File: config.mk
export PLATFORM = sky130hd
export DESIGN_NAME = bitmap_page_allocator
export DESIGN_NICKNAME = d
export VERILOG_FILES = /design/src/hw/rtl/bpa_pkg.sv /design/src/hw/rtl/bpa_ram.sv /design/src/hw/rtl/bpa_div.sv /design/src/hw/rtl/bpa_datapath.sv /design/src/hw/rtl/bpa_ctrl.sv /design/src/hw/rtl/bitmap_page_allocator.sv
export SDC_FILE = /design/constraint.sdc
export NUM_CORES = 2
export LEC_CHECK = 0
export CORE_MARGIN = 4
export CORE_UTILIZATION = 65
export DETAILED_ROUTE_END_ITERATION = 7
export DONT_BUFFER_PORTS = 1
export GPL_TIMING_DRIVEN = 0
export PLACE_DENSITY = 0.81
export SLEW_MARGIN = 20
export SYNTH_ARGS = -nofsm -noshare
export SYNTH_HDL_FRONTEND = slang
export SYNTH_SLANG_ARGS = --single-unit
File: constraint.sdc
create_clock -name aclk -period 34.3 [get_ports aclk]
set_clock_uncertainty 0.2 [all_clocks]
set_input_delay 0 -clock aclk [delete_from_list [all_inputs] [get_ports aclk]]
set_output_delay 0 -clock aclk [all_outputs]
set_load 0.02 [all_outputs]
File: src/hw/rtl/bpa_pkg.sv
package bpa_pkg;

    localparam int NUM_PAGES_DEF = 1024;

    // result status codes
    localparam logic [1:0] ST_OK      = 2'd0;
    localparam logic [1:0] ST_TOO_BIG = 2'd1;
    localparam logic [1:0] ST_NO_RUN  = 2'd2;
    localparam logic [1:0] ST_BAD_ADR = 2'd3;

    // operation codes
    localparam logic OP_ALLOC = 1'b0;
    localparam logic OP_FREE  = 1'b1;

    // register indexes
    localparam logic [1:0] REG_BASE  = 2'd0;
    localparam logic [1:0] REG_AVAIL = 2'd1;
    localparam logic [1:0] REG_PAGE  = 2'd2;
    localparam logic [1:0] REG_RSVD  = 2'd3;

    // controller to datapath commands
    typedef struct packed {
        logic load;      // capture the transaction
        logic div_start; // start the divider
        logic clr_init;  // clearing pass step
        logic scan_init; // start scan at hint
        logic scan_step; // advance scan
        logic mark_step; // write one bit of a run
        logic mark_init; // set up mark/free loop
        logic hint_upd;  // update hint after a grant
        logic fhint_upd; // update hint after a free
        logic mul_start; // granted address product
        logic res_load;  // load result register
    } bpa_cmd_t;

    // datapath to controller status
    typedef struct packed {
        logic is_free;
        logic too_big;
        logic bad_adr;
        logic div_done;
        logic run_big;   // pages above map size
        logic found;
        logic scan_end;
        logic mark_end;
        logic clr_end;
    } bpa_sts_t;

endpackage

File: src/hw/rtl/bpa_ram.sv
module bpa_ram #(
    parameter int WIDTH = 1,
    parameter int DEPTH = 1024
) (
    input  logic                     aclk,
    input  logic                     we,
    input  logic [$clog2(DEPTH)-1:0] waddr,
    input  logic [WIDTH-1:0]         wdata,
    input  logic [$clog2(DEPTH)-1:0] raddr,
    output logic [WIDTH-1:0]         rdata
);

    logic [WIDTH-1:0] mem [DEPTH];

    // one write port, one registered read port
    always_ff @(posedge aclk) begin
        if (we) begin
            mem[waddr] <= wdata;
        end
        rdata <= mem[raddr];
    end

endmodule

File: src/hw/rtl/bpa_div.sv
module bpa_div (
    input  logic        aclk,
    input  logic        aresetn,
    input  logic        start,
    input  logic [31:0] dividend,
    input  logic [15:0] divisor,
    output logic [31:0] quotient,
    output logic        rem_nz,
    output logic        done
);

    logic [31:0] q_reg, q_next;
    logic [16:0] r_reg, r_next;
    logic [15:0] d_reg;
    logic [5:0]  cnt_reg, cnt_next;
    logic        busy_reg, busy_next;
    logic [16:0] trial;

    // restoring division, one quotient bit per cycle
    always_comb begin
        q_next    = q_reg;
        r_next    = r_reg;
        cnt_next  = cnt_reg;
        busy_next = busy_reg;
        trial     = {r_reg[15:0], q_reg[31]};
        if (start) begin
            q_next    = dividend;
            r_next    = '0;
            cnt_next  = 6'd32;
            busy_next = 1'b1;
        end else if (busy_reg) begin
            if (trial >= {1'b0, d_reg}) begin
                r_next = trial - {1'b0, d_reg};
                q_next = {q_reg[30:0], 1'b1};
            end else begin
                r_next = trial;
                q_next = {q_reg[30:0], 1'b0};
            end
            cnt_next = cnt_reg - 6'd1;
            if (cnt_reg == 6'd1) begin
                busy_next = 1'b0;
            end
        end
    end

    always_ff @(posedge aclk) begin
        if (!aresetn) begin
            busy_reg <= 1'b0;
            cnt_reg  <= '0;
        end else begin
            busy_reg <= busy_next;
            cnt_reg  <= cnt_next;
        end
        q_reg <= q_next;
        r_reg <= r_next;
        if (start) begin
            d_reg <= divisor;
        end
    end

    assign quotient = q_reg;
    assign rem_nz   = (r_reg != '0);
    assign done     = !busy_reg;

endmodule

File: src/hw/rtl/bpa_datapath.sv
module bpa_datapath
    import bpa_pkg::*;
#(
    parameter int NUM_PAGES = NUM_PAGES_DEF
) (
    input  logic        aclk,
    input  logic        aresetn,
    input  bpa_cmd_t    cmd,
    output bpa_sts_t    sts,
    input  logic        s_operation,
    input  logic [31:0] s_byte_count,
    input  logic [31:0] s_free_address,
    input  logic [31:0] base_address,
    input  logic [31:0] available_bytes,
    input  logic [15:0] page_bytes,
    input  logic [10:0] reserved_pages,
    output logic [31:0] res_address,
    output logic [1:0]  res_status
);

    localparam int AW = $clog2(NUM_PAGES);
    localparam int PW = AW + 1;

    logic          op_reg;
    logic [31:0]   bytes_reg, addr_reg;
    logic [15:0]   pg;
    logic [PW-1:0] rsv;
    logic [PW-1:0] hint_reg, hint_next;
    logic [PW-1:0] ehint;
    logic [31:0]   pages_reg;
    logic [PW-1:0] idx_reg;       // free start page
    logic [PW-1:0] scan_reg;      // next page address to read
    logic [PW-1:0] run_len_reg;   // free pages seen in current run
    logic [PW-1:0] run_at_reg;
    logic          wrapped_reg;   // read address is in the second pass
    logic          ev_wrap_reg;   // page under test is in the second pass
    logic          iss_end_reg;   // no more addresses to read
    logic          scan_end_reg;  // search finished without a run
    logic          rd_valid_reg;  // ram output corresponds to scan_prev
    logic [PW-1:0] scan_prev_reg;
    logic [PW-1:0] mk_reg;        // mark/free pointer
    logic [PW-1:0] mk_end_reg;
    logic [PW-1:0] clr_reg;
    logic          found_reg;
    logic [31:0]   prod_reg;
    logic [31:0]   res_addr_reg;
    logic [1:0]    res_st_reg;
    logic          div_phase_reg; // 0 size, 1 address

    logic          ram_we;
    logic [AW-1:0] ram_wa, ram_ra;
    logic          ram_wd, ram_rd;
    logic [31:0]   div_dvd, div_q;
    logic          div_rnz, div_done;
    logic [32:0]   hi_sum;
    logic          busy_bit;
    logic [31:0]   need;
    logic          hit;
    logic          ev_last;
    logic          ev_past;

    assign pg  = (page_bytes == '0) ? 16'd1 : page_bytes;
    assign rsv = ({5'd0, reserved_pages} > NUM_PAGES) ? PW'(NUM_PAGES)
                                                      : PW'(reserved_pages);
    assign ehint = (hint_reg > rsv) ? hint_reg : rsv;
    assign hi_sum = {1'b0, base_address} + {1'b0, available_bytes};

    // dividend: raised size for allocate, byte count then offset for free
    always_comb begin
        if (op_reg == OP_ALLOC) begin
            div_dvd = (bytes_reg < {16'd0, pg}) ? {16'd0, pg} : bytes_reg;
        end else if (!div_phase_reg) begin
            div_dvd = bytes_reg;
        end else begin
            div_dvd = addr_reg - base_address;
        end
    end

    bpa_div u_div (
        .aclk     (aclk),
        .aresetn  (aresetn),
        .start    (cmd.div_start),
        .dividend (div_dvd),
        .divisor  (pg),
        .quotient (div_q),
        .rem_nz   (div_rnz),
        .done     (div_done)
    );

    bpa_ram #(.WIDTH(1), .DEPTH(NUM_PAGES)) u_map (
        .aclk  (aclk),
        .we    (ram_we),
        .waddr (ram_wa),
        .wdata (ram_wd),
        .raddr (ram_ra),
        .rdata (ram_rd)
    );

    // ram write: clearing pass, mark or free
    always_comb begin
        ram_we = 1'b0;
        ram_wa = clr_reg[AW-1:0];
        ram_wd = 1'b0;
        if (cmd.clr_init) begin
            ram_we = 1'b1;
        end else if (cmd.mark_step && (mk_reg < mk_end_reg)) begin
            ram_we = 1'b1;
            ram_wa = mk_reg[AW-1:0];
            ram_wd = (op_reg == OP_ALLOC);
        end
    end
    assign ram_ra   = scan_reg[AW-1:0];
    assign busy_bit = (scan_prev_reg < rsv) || ram_rd;
    assign need     = pages_reg;

    // page under test completes a long enough run
    assign hit = rd_valid_reg && !busy_bit &&
                 (({1'b0, 31'(run_len_reg)} + 32'd1) >= need);
    // last page of the final pass
    assign ev_last = (scan_prev_reg == PW'(NUM_PAGES - 1)) &&
                     (ev_wrap_reg || ehint == '0);
    // second pass at or past the hint with no run alive from below it
    assign ev_past = ev_wrap_reg && (scan_prev_reg >= ehint) &&
                     (busy_bit || run_len_reg == '0);

    always_ff @(posedge aclk) begin
        if (!aresetn) begin
            hint_reg      <= '0;
            clr_reg       <= '0;
            rd_valid_reg  <= 1'b0;
            found_reg     <= 1'b0;
            scan_end_reg  <= 1'b0;
            div_phase_reg <= 1'b0;
        end else begin
            hint_reg <= hint_next;
            if (cmd.clr_init) begin
                clr_reg <= clr_reg + PW'(1);
            end
            // divider sequencing for free: size first, then offset
            if (cmd.load) begin
                div_phase_reg <= 1'b0;
            end else if (cmd.div_start && op_reg == OP_FREE) begin
                div_phase_reg <= 1'b1;
            end
            if (cmd.load || cmd.scan_init) begin
                rd_valid_reg <= 1'b0;
                found_reg    <= 1'b0;
                scan_end_reg <= 1'b0;
            end else if (cmd.scan_step && !found_reg && !scan_end_reg) begin
                rd_valid_reg <= !iss_end_reg;
                if (hit) begin
                    found_reg <= 1'b1;
                end else if (rd_valid_reg && (ev_last || ev_past)) begin
                    scan_end_reg <= 1'b1;
                end
            end
        end
    end

    // hint updates
    always_comb begin
        hint_next = hint_reg;
        if (cmd.hint_upd && (run_at_reg == ehint)) begin
            hint_next = PW'(run_at_reg + pages_reg[PW-1:0]);
        end else if (cmd.fhint_upd && (idx_reg < ehint)) begin
            hint_next = idx_reg;
        end
    end

    // scan: from the hint to the map end, then from page zero; run_len counts
    // free pages ending at scan_prev and restarts at the map end
    always_ff @(posedge aclk) begin
        if (cmd.load) begin
            op_reg    <= s_operation;
            bytes_reg <= s_byte_count;
            addr_reg  <= s_free_address;
        end
        if (div_done && !cmd.load) begin
            if (op_reg == OP_ALLOC) begin
                if (!cmd.div_start) begin
                    pages_reg <= div_q + {31'd0, div_rnz};
                end
            end else if (div_phase_reg) begin
                // size quotient is final when the offset division starts
                if (cmd.div_start) begin
                    pages_reg <= div_q + {31'd0, div_rnz};
                end else begin
                    idx_reg <= (div_q >= NUM_PAGES) ? PW'(NUM_PAGES) : PW'(div_q);
                end
            end
        end
        if (cmd.scan_init) begin
            // hint at the map end: only the pass from page zero remains
            scan_reg    <= (ehint == PW'(NUM_PAGES)) ? '0 : ehint;
            wrapped_reg <= (ehint == PW'(NUM_PAGES));
            iss_end_reg <= 1'b0;
            run_len_reg <= '0;
        end else if (cmd.scan_step && !found_reg && !scan_end_reg) begin
            scan_prev_reg <= scan_reg;
            ev_wrap_reg   <= wrapped_reg;
            if (rd_valid_reg) begin
                if (hit) begin
                    run_at_reg <= PW'(scan_prev_reg - run_len_reg);
                end else if (busy_bit || scan_prev_reg == PW'(NUM_PAGES - 1)) begin
                    run_len_reg <= '0;
                end else begin
                    run_len_reg <= run_len_reg + PW'(1);
                end
            end
            // advance address; wrap to zero once after the map end
            if (!iss_end_reg) begin
                if (scan_reg == PW'(NUM_PAGES - 1)) begin
                    if (!wrapped_reg && ehint != '0) begin
                        scan_reg    <= '0;
                        wrapped_reg <= 1'b1;
                    end else begin
                        iss_end_reg <= 1'b1;
                    end
                end else begin
                    scan_reg <= scan_reg + PW'(1);
                end
            end
        end
        if (cmd.mark_init) begin
            if (op_reg == OP_ALLOC) begin
                mk_reg     <= run_at_reg;
                mk_end_reg <= PW'(run_at_reg + pages_reg[PW-1:0]);
            end else begin
                mk_reg <= idx_reg;
                mk_end_reg <= (({1'b0, pages_reg} + 33'(idx_reg)) >= 33'(NUM_PAGES))
                              ? PW'(NUM_PAGES) : PW'(idx_reg + pages_reg[PW-1:0]);
            end
        end else if (cmd.mark_step) begin
            mk_reg <= mk_reg + PW'(1);
        end
        if (cmd.mul_start) begin
            prod_reg <= 32'(run_at_reg) * {16'd0, pg};
        end
        if (cmd.res_load) begin
            if (op_reg == OP_ALLOC && bytes_reg > available_bytes) begin
                res_st_reg   <= ST_TOO_BIG;
                res_addr_reg <= '0;
            end else if (op_reg == OP_FREE) begin
                res_st_reg   <= sts.bad_adr ? ST_BAD_ADR : ST_OK;
                res_addr_reg <= '0;
            end else if (!found_reg) begin
                res_st_reg   <= ST_NO_RUN;
                res_addr_reg <= '0;
            end else begin
                res_st_reg   <= ST_OK;
                res_addr_reg <= base_address + prod_reg;
            end
        end
    end

    assign sts.is_free  = (op_reg == OP_FREE);
    assign sts.too_big  = (bytes_reg > available_bytes);
    assign sts.bad_adr  = (addr_reg < base_address) || ({1'b0, addr_reg} >= hi_sum);
    assign sts.div_done = div_done;
    // page count straight from the divider, valid once it is done
    assign sts.run_big  = (({1'b0, div_q} + {32'd0, div_rnz}) > 33'(NUM_PAGES));
    assign sts.found    = found_reg;
    assign sts.scan_end = scan_end_reg;
    assign sts.mark_end = (mk_reg >= mk_end_reg);
    assign sts.clr_end  = (clr_reg == PW'(NUM_PAGES));

    assign res_address = res_addr_reg;
    assign res_status  = res_st_reg;

endmodule

File: src/hw/rtl/bpa_ctrl.sv
module bpa_ctrl
    import bpa_pkg::*;
(
    input  logic     aclk,
    input  logic     aresetn,
    input  logic     s_valid,
    output logic     s_ready,
    output logic     m_valid,
    input  logic     m_ready,
    output bpa_cmd_t cmd,
    input  bpa_sts_t sts
);

    typedef enum logic [11:0] {
        S_CLEAR = 12'b000000000001,
        S_IDLE  = 12'b000000000010,
        S_CHECK = 12'b000000000100,
        S_DIV   = 12'b000000001000,
        S_DIV2  = 12'b000000010000,
        S_SCANI = 12'b000000100000,
        S_SCAN  = 12'b000001000000,
        S_MARKI = 12'b000010000000,
        S_MARK  = 12'b000100000000,
        S_MUL   = 12'b001000000000,
        S_RES   = 12'b010000000000,
        S_OUT   = 12'b100000000000
    } state_t;

    state_t state_reg, state_next;
    logic   started_reg, started_next;

    // sequencer: check, divide, scan, mark, multiply, respond
    always_comb begin
        state_next   = state_reg;
        started_next = started_reg;
        cmd          = '0;
        unique case (state_reg)
            S_CLEAR: begin
                cmd.clr_init = 1'b1;
                if (sts.clr_end) begin
                    cmd.clr_init = 1'b0;
                    state_next   = S_IDLE;
                end
            end
            S_IDLE: begin
                if (s_valid) begin
                    cmd.load   = 1'b1;
                    state_next = S_CHECK;
                end
            end
            S_CHECK: begin
                if ((!sts.is_free && sts.too_big) || (sts.is_free && sts.bad_adr)) begin
                    state_next = S_RES;
                end else begin
                    cmd.div_start = 1'b1;
                    state_next    = S_DIV;
                end
            end
            S_DIV: begin
                if (sts.div_done) begin
                    if (sts.is_free) begin
                        cmd.div_start = 1'b1;
                        state_next    = S_DIV2;
                    end else if (sts.run_big) begin
                        state_next = S_RES;
                    end else begin
                        state_next = S_SCANI;
                    end
                end
            end
            S_DIV2: begin
                if (sts.div_done) begin
                    started_next = 1'b0;
                    state_next   = S_MARKI;
                end
            end
            S_SCANI: begin
                cmd.scan_init = 1'b1;
                state_next    = S_SCAN;
            end
            S_SCAN: begin
                cmd.scan_step = 1'b1;
                if (sts.found) begin
                    cmd.scan_step = 1'b0;
                    state_next    = S_MARKI;
                end else if (sts.scan_end) begin
                    cmd.scan_step = 1'b0;
                    state_next    = S_RES;
                end
            end
            S_MARKI: begin
                cmd.mark_init = 1'b1;
                state_next    = S_MARK;
            end
            S_MARK: begin
                cmd.mark_step = 1'b1;
                if (sts.mark_end) begin
                    cmd.mark_step = 1'b0;
                    if (sts.is_free) begin
                        cmd.fhint_upd = 1'b1;
                        state_next    = S_RES;
                    end else begin
                        cmd.hint_upd  = 1'b1;
                        cmd.mul_start = 1'b1;
                        state_next    = S_MUL;
                    end
                end
            end
            S_MUL: begin
                state_next = S_RES;
            end
            S_RES: begin
                cmd.res_load = 1'b1;
                state_next   = S_OUT;
            end
            S_OUT: begin
                if (m_ready) begin
                    state_next = S_IDLE;
                end
            end
            default: state_next = S_IDLE;
        endcase
    end

    always_ff @(posedge aclk) begin
        if (!aresetn) begin
            state_reg   <= S_CLEAR;
            started_reg <= 1'b0;
        end else begin
            state_reg   <= state_next;
            started_reg <= started_next;
        end
    end

    assign s_ready = (state_reg == S_IDLE) && !started_reg;
    assign m_valid = (state_reg == S_OUT);

`ifndef SYNTHESIS
    a_one_hot: assert property (@(posedge aclk) disable iff (!aresetn) $onehot(state_reg))
        else $error("state not one-hot");
    a_excl: assert property (@(posedge aclk) disable iff (!aresetn) !(s_ready && m_valid))
        else $error("input accepted while result pending");
    a_out_hold: assert property (@(posedge aclk) disable iff (!aresetn)
        m_valid && !m_ready |=> m_valid)
        else $error("result dropped before transaction");
`endif

endmodule

File: src/hw/rtl/bitmap_page_allocator.sv
// Bitmap next-fit page allocator. Each transaction on the s_ channel either
// allocates (operation 0) a run of pages big enough for byte_count, or frees
// (operation 1) the run at free_address; exactly one result transaction follows
// on the m_ channel with granted_address and status. One transaction is
// processed at a time: a page-size division, one quotient bit per cycle (a
// free divides twice, size then offset), then for an allocate a scan of the
// page map, one page per cycle, from the search hint to the map end and then
// from page zero, and then the pages of the run are marked or freed, page by
// page. After reset the page map is swept clear, one page per cycle, before
// the first transaction is taken; register writes through the APB port are
// accepted at any time.
module bitmap_page_allocator
    import bpa_pkg::*;
#(
    parameter int NUM_PAGES = NUM_PAGES_DEF
) (
    input  logic        aclk,
    input  logic        aresetn,
    input  logic        psel,
    input  logic        penable,
    input  logic        pwrite,
    input  logic [3:0]  paddr,
    input  logic [31:0] pwdata,
    output logic [31:0] prdata,
    output logic        pready,
    input  logic        s_valid,
    output logic        s_ready,
    input  logic        s_operation,
    input  logic [31:0] s_byte_count,
    input  logic [31:0] s_free_address,
    output logic        m_valid,
    input  logic        m_ready,
    output logic [31:0] m_granted_address,
    output logic [1:0]  m_status
);

    logic [31:0] base_reg, avail_reg;
    logic [15:0] page_reg;
    logic [10:0] rsvd_reg;
    bpa_cmd_t    cmd;
    bpa_sts_t    sts;

    // register file
    always_ff @(posedge aclk) begin
        if (!aresetn) begin
            base_reg  <= '0;
            avail_reg <= '0;
            page_reg  <= 16'd4096;
            rsvd_reg  <= 11'd1;
        end else if (psel && penable && pwrite) begin
            unique case (paddr[3:2])
                REG_BASE:  base_reg  <= pwdata;
                REG_AVAIL: avail_reg <= pwdata;
                REG_PAGE:  page_reg  <= pwdata[15:0];
                REG_RSVD:  rsvd_reg  <= pwdata[10:0];
                default: ;
            endcase
        end
    end

    // register read
    always_comb begin
        unique case (paddr[3:2])
            REG_BASE:  prdata = base_reg;
            REG_AVAIL: prdata = avail_reg;
            REG_PAGE:  prdata = {16'd0, page_reg};
            REG_RSVD:  prdata = {21'd0, rsvd_reg};
            default:   prdata = '0;
        endcase
    end
    assign pready = 1'b1;

    bpa_ctrl u_ctrl (
        .aclk    (aclk),
        .aresetn (aresetn),
        .s_valid (s_valid),
        .s_ready (s_ready),
        .m_valid (m_valid),
        .m_ready (m_ready),
        .cmd     (cmd),
        .sts     (sts)
    );

    bpa_datapath #(.NUM_PAGES(NUM_PAGES)) u_dp (
        .aclk            (aclk),
        .aresetn         (aresetn),
        .cmd             (cmd),
        .sts             (sts),
        .s_operation     (s_operation),
        .s_byte_count    (s_byte_count),
        .s_free_address  (s_free_address),
        .base_address    (base_reg),
        .available_bytes (avail_reg),
        .page_bytes      (page_reg),
        .reserved_pages  (rsvd_reg),
        .res_address     (m_granted_address),
        .res_status      (m_status)
    );

endmodule
### Yosys cells after proc, flatten, opt, wreduce, memory -nomap -nowiden

Memories as Yosys holds them, arrays and structs flattened. A register that Yosys moved wholly into a read port is not among the register bits.
Index checks and enable logic that the tools add are counted.

| operators by class | value |
|---|---|
| add/sub/neg operators | 16 |
| multipliers | 1 |
| divide/modulo/power cells | 0 |
| magnitude comparators | 16 |
| eq/ne operators | 33 |
| shift operators | 0 |
| multiplexer cells | 85 |
| bitwise logic cells | 6 |
| reduce and logical (&&, ||, !) cells | 65 |

Operator list:

| cell | number |
|---|---|
| 2-to-1 mux 32 bit | 9 |
| 2-to-1 mux 11 bit | 19 |
| case mux 12 bit (12 select lines) | 1 |
| case mux 32 bit (4 select lines) | 1 |
| 2-to-1 mux 12 bit | 9 |
| adder 11 x 1 -> 11 bit (second input constant) | 4 |
| 2-to-1 mux 1 bit | 34 |
| adder 32 x 1 -> 33 bit | 1 |
| adder 32 x 11 -> 33 bit | 1 |
| adder 32 x 32 -> 33 bit | 1 |
| >= comparator 32 x 33 -> 1 bit | 1 |
| >= comparator 33 x 11 -> 1 bit (second input constant) | 1 |
| > comparator 33 x 11 -> 1 bit (second input constant) | 1 |
| less-than comparator 11 bit | 3 |
| adder 32 x 1 -> 32 bit | 1 |
| adder 32 x 27 -> 32 bit | 1 |
| >= comparator 32 x 11 -> 1 bit (second input constant) | 1 |
| >= comparator 32 bit | 1 |
| > comparator 32 bit | 1 |
| less-than comparator 32 x 16 -> 1 bit | 1 |
| less-than comparator 32 bit | 1 |
| subtractor 32 bit | 1 |
| multiplier 11 x 16 -> 27 bit | 1 |
| adder 11 bit | 2 |
| other kinds (53) | 125 |

| storage, ports and cells | value |
|---|---|
| register bits after elaboration | 439 |
| latch bits | 0 |
| RAM bits | 1024 |
| memory bits (read-only) | 0 |
| bits of input ports | 108 |
| logic and storage cells | 257 |
| memories | 1 |

Memories:

| memory | words | width | rd ports | clocked after memory_dff | wr ports | line | text |
|---|---|---|---|---|---|---|---|
| u_dp.u_map.mem | 1024 | 1 | 1 | 1 | 1 | bpa_ram.sv:13 | `logic [WIDTH-1:0] mem [DEPTH];` |

### Logic depth before layout (Yosys ltp)

| logic depth | value |
|---|---|
| depth in word-level cells | 11 |
| gate-level depth with buffers | 25 |

### Cells and area by module

Synthesis repeated with hierarchy kept, for this count alone.

| second synthesis, totals | value |
|---|---|
| cells, all modules | 7044 |
| area, all modules | 81166.6 µm² |

Modules (own cells, without submodules):

| module | instances | cells each | area an instance (µm²) | seq. area each (µm²) |
|---|---|---|---|---|
| bpa_ram | 1 | 3112 | 44656.6 | 30769.5 |
| bpa_datapath | 1 | 3031 | 27491.4 | 7547.2 |
| bitmap_page_allocator | 1 | 406 | 4080.2 | 1821.7 |
| bpa_div | 1 | 366 | 3903.7 | 1921.8 |
| bpa_ctrl | 1 | 129 | 1034.7 | 240.2 |

### Least setup slack after synthesis

Ideal clock, no wire load.

| timing path | value |
|---|---|
| path type | reg-to-reg |
| start | register u_dp.mk_reg[0] |
| end | memory u_dp.u_map.mem[0] (data pin) |
| setup time | 4.957 ns |
| data arrival time | 25.472 ns |
| slack | 3.671 ns |
| cell stages (with the launch flop) | 11 |
| buffers on the path | 0 |
| period minus slack after synthesis | 30.629 ns |
| cell sequence | edfxtp_1 > inv_1 > ha_1 > nand2b_1 > a21o_1 > a21o_1 > a211oi_1 > o211ai_1 > nand2_1 > nand2_1 > nor2_1 |

| between the ends | value |
|---|---|
| word-level cells in the longest chain between the ends | 6 |
| elaborated cells between the ends (all ways) | 7 |
| classes of those cells | order compare: 2; mux: 4; reduce/logical: 1 |

RTL lines:

| item | line | text |
|---|---|---|
| start: declaration | bpa_datapath.sv:41 | `logic [PW-1:0] mk_reg;` |
| start signal: assignment | bpa_datapath.sv:226 | `mk_reg <= run_at_reg;` |
| start signal: assignment | bpa_datapath.sv:229 | `mk_reg <= idx_reg;` |
| start signal: assignment | bpa_datapath.sv:234 | `mk_reg <= mk_reg + PW'(1);` |
| >= comparator 11 bit | bpa_datapath.sv:264 | `assign sts.mark_end = (mk_reg >= mk_end_reg);` |
| 2-to-1 mux 1 bit | bpa_ctrl.sv:97 | `if (sts.mark_end) begin` |
| 2-to-1 mux 1 bit | bpa_ctrl.sv:37 | `unique case (state_reg)` |
| logical AND 1 bit * | bpa_datapath.sv:106 | `end else if (cmd.mark_step && (mk_reg < mk_end_reg)) begin` |
| 2-to-1 mux 1 bit * | bpa_datapath.sv:106 |  |
| 2-to-1 mux 1 bit * | bpa_datapath.sv:104 | `if (cmd.clr_init) begin` |
| named net u_dp.ram_wd | bpa_datapath.sv:52 | `logic ram_wd, ram_rd;` |
| end: declaration | bpa_ram.sv:13 |  |

The timed path passes the listed nets; every way through them passes the cells marked *.

### Worst setup path in the final report

| timing path | value |
|---|---|
| start | register page_reg[7] |
| end | register u_dp.prod_reg[26] (data pin) |

| between the ends | value |
|---|---|
| word-level cells in the longest chain between the ends | 3 |

RTL lines:

| item | line | text |
|---|---|---|
| start: declaration | bitmap_page_allocator.sv:38 | `logic [15:0] page_reg;` |
| start signal: assignment | bitmap_page_allocator.sv:54 | `REG_PAGE: page_reg <= pwdata[15:0];` |
| logical NOT 16 bit | bpa_datapath.sv:62 | `assign pg = (page_bytes == '0) ? 16'd1 : page_bytes;` |
| 2-to-1 mux 16 bit | bpa_datapath.sv:62 |  |
| named net u_dp.pg[0] | bpa_datapath.sv:26 | `logic [15:0] pg;` |
| multiplier 11 x 16 -> 27 bit | bpa_datapath.sv:237 | `prod_reg <= 32'(run_at_reg) * {16'd0, pg};` |
| end signal: assignment | bpa_datapath.sv:237 |  |
| end: declaration | bpa_datapath.sv:45 | `logic [31:0] prod_reg;` |

The timed path passes the listed nets, and every way through them passes these cells.
A chain may end at the register's enable or synchronous reset.

==> results.json <==
{
  "synthCells": 6701,
  "crit_top_cell": "inv_1",
  "layoutNonFillerInstCount": 8909,
  "vdd_drop_max_mv": 0.0509,
  "final_area_um2": 90200,
  "arrival_ns": 8.63,
  "cp_slowest_cell": "a41oi_1",
  "ant_nets": 0,
  "clk_pin_slew_ns": 0.06,
  "rsz0062_at_grt": "no",
  "worstSetupPathType": "reg -> reg",
  "grt_max_degree": 66,
  "dieWidth_um": 358,
  "dr.pass1.iters": 8,
  "final_common_cell": "nor2_1",
  "place_inst": 8362,
  "num_vias": 61000,
  "final_cell_mix": "1309 x nor2_1, 1298 x edfxtp_1, 487 x nand2_1, 380 x inv_1, 357 x ha_1",
  "dp_hpwl_um": 185000,
  "setup_violations": 0,
  "htreeDepth": 4,
  "numCtsBuffers": 151,
  "violations": "design-rule violations",
  "finalHoldWorstSlack_ns": 0.162,
  "drv_slew": 0,
  "power.density_nw_per_um2": 41.8,
  "num-nets-final": 7743,
  "fmax_mhz": 121,
  "io_buffers": 0,
  "hold_viol_final": 0,
  "antenna_found_initial": 15,
  "period_share": 0.242,
  "max_cap_viol_count": 0,
  "ys_warn_count": 0,
  "ys_seq_area_frac": 0.530,
  "layout-drive-gt1-share": 0.117,
  "ys_dominant_reg_cell": "edfxtp_1",
  "grt_overflow": 0,
  "start_kind": "flip-flop",
  "finalCriticalPeriod_ns": 8.29,
  "async_flop_share": 0,
  "routed_via_density": 6.84,
  "final_util": 0.740,
  "gr-usage-all-layers": 0.423,
  "critPathRequiredTime_ns": 34.63,
  "io_pins": 177,
  "worst_pin_slew_ns": 1.36,
  "rows": 128,
  "largest_register_ffs": 1024,
  "cp_max_fo": 8,
  "wl_per_cell_um": 30.4,
  "startpoint": "page_reg[7]",
  "synth_edf_count": 1298,
  "synth_area_um2": 79800,
  "die_h_um": 358,
  "synth_cell_type_count": 92,
  "r2r_start": "page_reg[7]",
  "synth-seq-cells": 1464,
  "slowest_delay_ns": 0.99,
  "cts.path.max_buffers": 3,
  "synthesis.nets": 7298,
  "placed_area_um2": 82700,
  "die-area_um2": 128000,
  "slew_headroom": 0.0913,
  "endpoint_kind": "flip-flop",
  "setup_tns_ns": 0,
  "status": "complete, but fails checks",
  "syn_to_final_growth_pct": 13.1,
  "drtIter0Drc": 9521,
  "root_buffer": "clkbuf_16",
  "avgSynthCellArea_um2": 11.9,
  "p_leak_nw": 33.6,
  "drc": 131,
  "worstHoldStart": "s_free_address[30]",
  "clkLatencyLatePin_ns": 0.83,
  "hold_class": "in -> reg",
  "cts_tree": "built",
  "grt_first_pass_wirelength_um": 392000,
  "crit_path_cell_trace": "nor4_1, a41oi_1, inv_1, and2_1, ha_1, ha_1, inv_1, fa_1, inv_1, fa_1, inv_1, fa_1, inv_1, ha_1, a21o_1, a2111o_1, a41oi_1, o21ai_0, nor3_1, o31ai_1, or4_1, a31o_2, a21oi_1, xnor2_1",
  "initial_core_util": 0.655,
  "top_register": "u_dp.u_map.mem",
  "clock_sinks": 1464,
  "core_area_um2": 122000,
  "gp_congestion": 1.02,
  "grt_pass1_vias": 60100,
  "routed_wl_um": 270000
}
==> Yosys cell counts, types with 11 or more instances <==
library cell  instances  area share
nor2b_1              46      0.0036
nor4_1               34      0.0027
inv_1               383       0.018
or2_2                34      0.0027
clkbuf_1            280       0.013
mux4_2              348       0.098
dfxtp_1             166       0.042
o211ai_1             15      0.0014
o21ai_0             124      0.0078
a211oi_1             37      0.0035
nand3b_1             14      0.0013
nand3_1              91      0.0057
fa_1                132       0.033
a31oi_1              27      0.0021
or3_1                40      0.0031
ha_1                357       0.056
nand4_1              54      0.0042
o22ai_1              27      0.0021
buf_2                83      0.0052
and3_1               31      0.0024
a21o_1              113       0.011
nand2_1             487       0.023
nor2_1             1310       0.062
o2bb2ai_1            17      0.0019
xnor2_1             131       0.014
mux2i_1              77      0.0097
o21bai_1             14      0.0013
edfxtp_1           1298        0.49
and2_1               93      0.0073
nor3b_1              11      0.0010
a211o_1              11      0.0012
nor3_1               65      0.0041
buf_1                51      0.0024
a21boi_0            103      0.0097
nand2b_1             40      0.0031
a21oi_1             216       0.014
mux2_2               39      0.0055
xor2_1               86      0.0094
o21a_1               37      0.0035
buf_6                11      0.0016
==> cells by family after synthesis <==
family | count (synthesis) | synth area share
other | 1 | 0.0000470
AO/OA/AOI/OAI | 854 | 0.0713
adder cells (fa/ha/maj) | 489 | 0.0891
flip-flops | 1464 | 0.530
multiplexers | 465 | 0.114
buffers and inverters | 818 | 0.0412
XOR/XNOR | 217 | 0.0238
AND/OR/NAND/NOR | 2393 | 0.131
==> metrics by stage <==
step	total power, mW	setup slack, ns
2_1_floorplan	2.04	3.67
3_3_place_gp	2.10	-11.46
3_5_place_dp	2.10	26.17
4_1_cts	3.74	26.11
5_1_grt	3.84	25.80
6_report	3.77	26.01
==> cell type report <==
type / instances / area [µm²]
Clock buffer: 189 / 4080
Timing Repair Buffer: 292 / 3320
Tap cell: 1625 / 2030
Buffer: 433 / 1890
Sequential cell: 1464 / 42300
Clock inverter: 86 / 873
Antenna cell: 16 / 40.0
Fill cell: 7582 / 31600
Multi-Input combinational cell: 4419 / 34300
Inverter: 385 / 1450
==> path summary, 6_finish.rpt <==
| path | cells past startpoint | end | slack [ns] |
|---|---|---|---|
| setup / recovery | 24 | u_dp.prod_reg[26] | 26.01 |
| hold reg to reg | 0 | u_dp.scan_prev_reg[5] | 0.25 |
| hold / removal | 2 | u_dp.addr_reg[30] | 0.16 |
| setup reg to reg | 24 | u_dp.prod_reg[26] | 26.01 |
==> layer usage <==
metal | vias to the layer above | wire length [µm] | track usage
li1 | 25000 | - | -
met1 | 29200 | 85500 | 0.493
met2 | 5263 | 120000 | 0.642
met3 | 1501 | 36700 | 0.141
met4 | 6 | 28600 | 0.343
met5 | - | 108 | 0
==> power breakdown <==
part           internal (mW)  switching (mW)  leakage (nW)
Clock                  0.915           0.756          2.40
Combinational         0.0560           0.115          15.6
Sequential              1.92         0.00727          15.6
Total                   2.89           0.878          33.6
==> critical path, delay by kind of cell, from the launching register on <==
| kind | cells | cell delay, ns |
|---|---|---|
| DFF | 1 | 0.66 |
| AOI/OAI and AO/OA | 8 | 2.70 |
| adders and majority gates | 6 | 2.52 |
| buffers and inverters | 5 | 0.74 |
| and+or+nand+nor | 4 | 1.09 |
| xor gates and xnor gates | 1 | 0.10 |
==> timing repair <==
| item | 4_1_cts | 5_1_grt |
|---|---|---|
| endpoints found under the hold margin | 245 | 0 |
| gates resized for setup | 0 | 0 |
| endpoints found under the setup margin | 0 | 0 |
| buffers inserted | 0 | 0 |
| hold buffers | 256 | 0 |
Power figures use the tool's default switching activity.
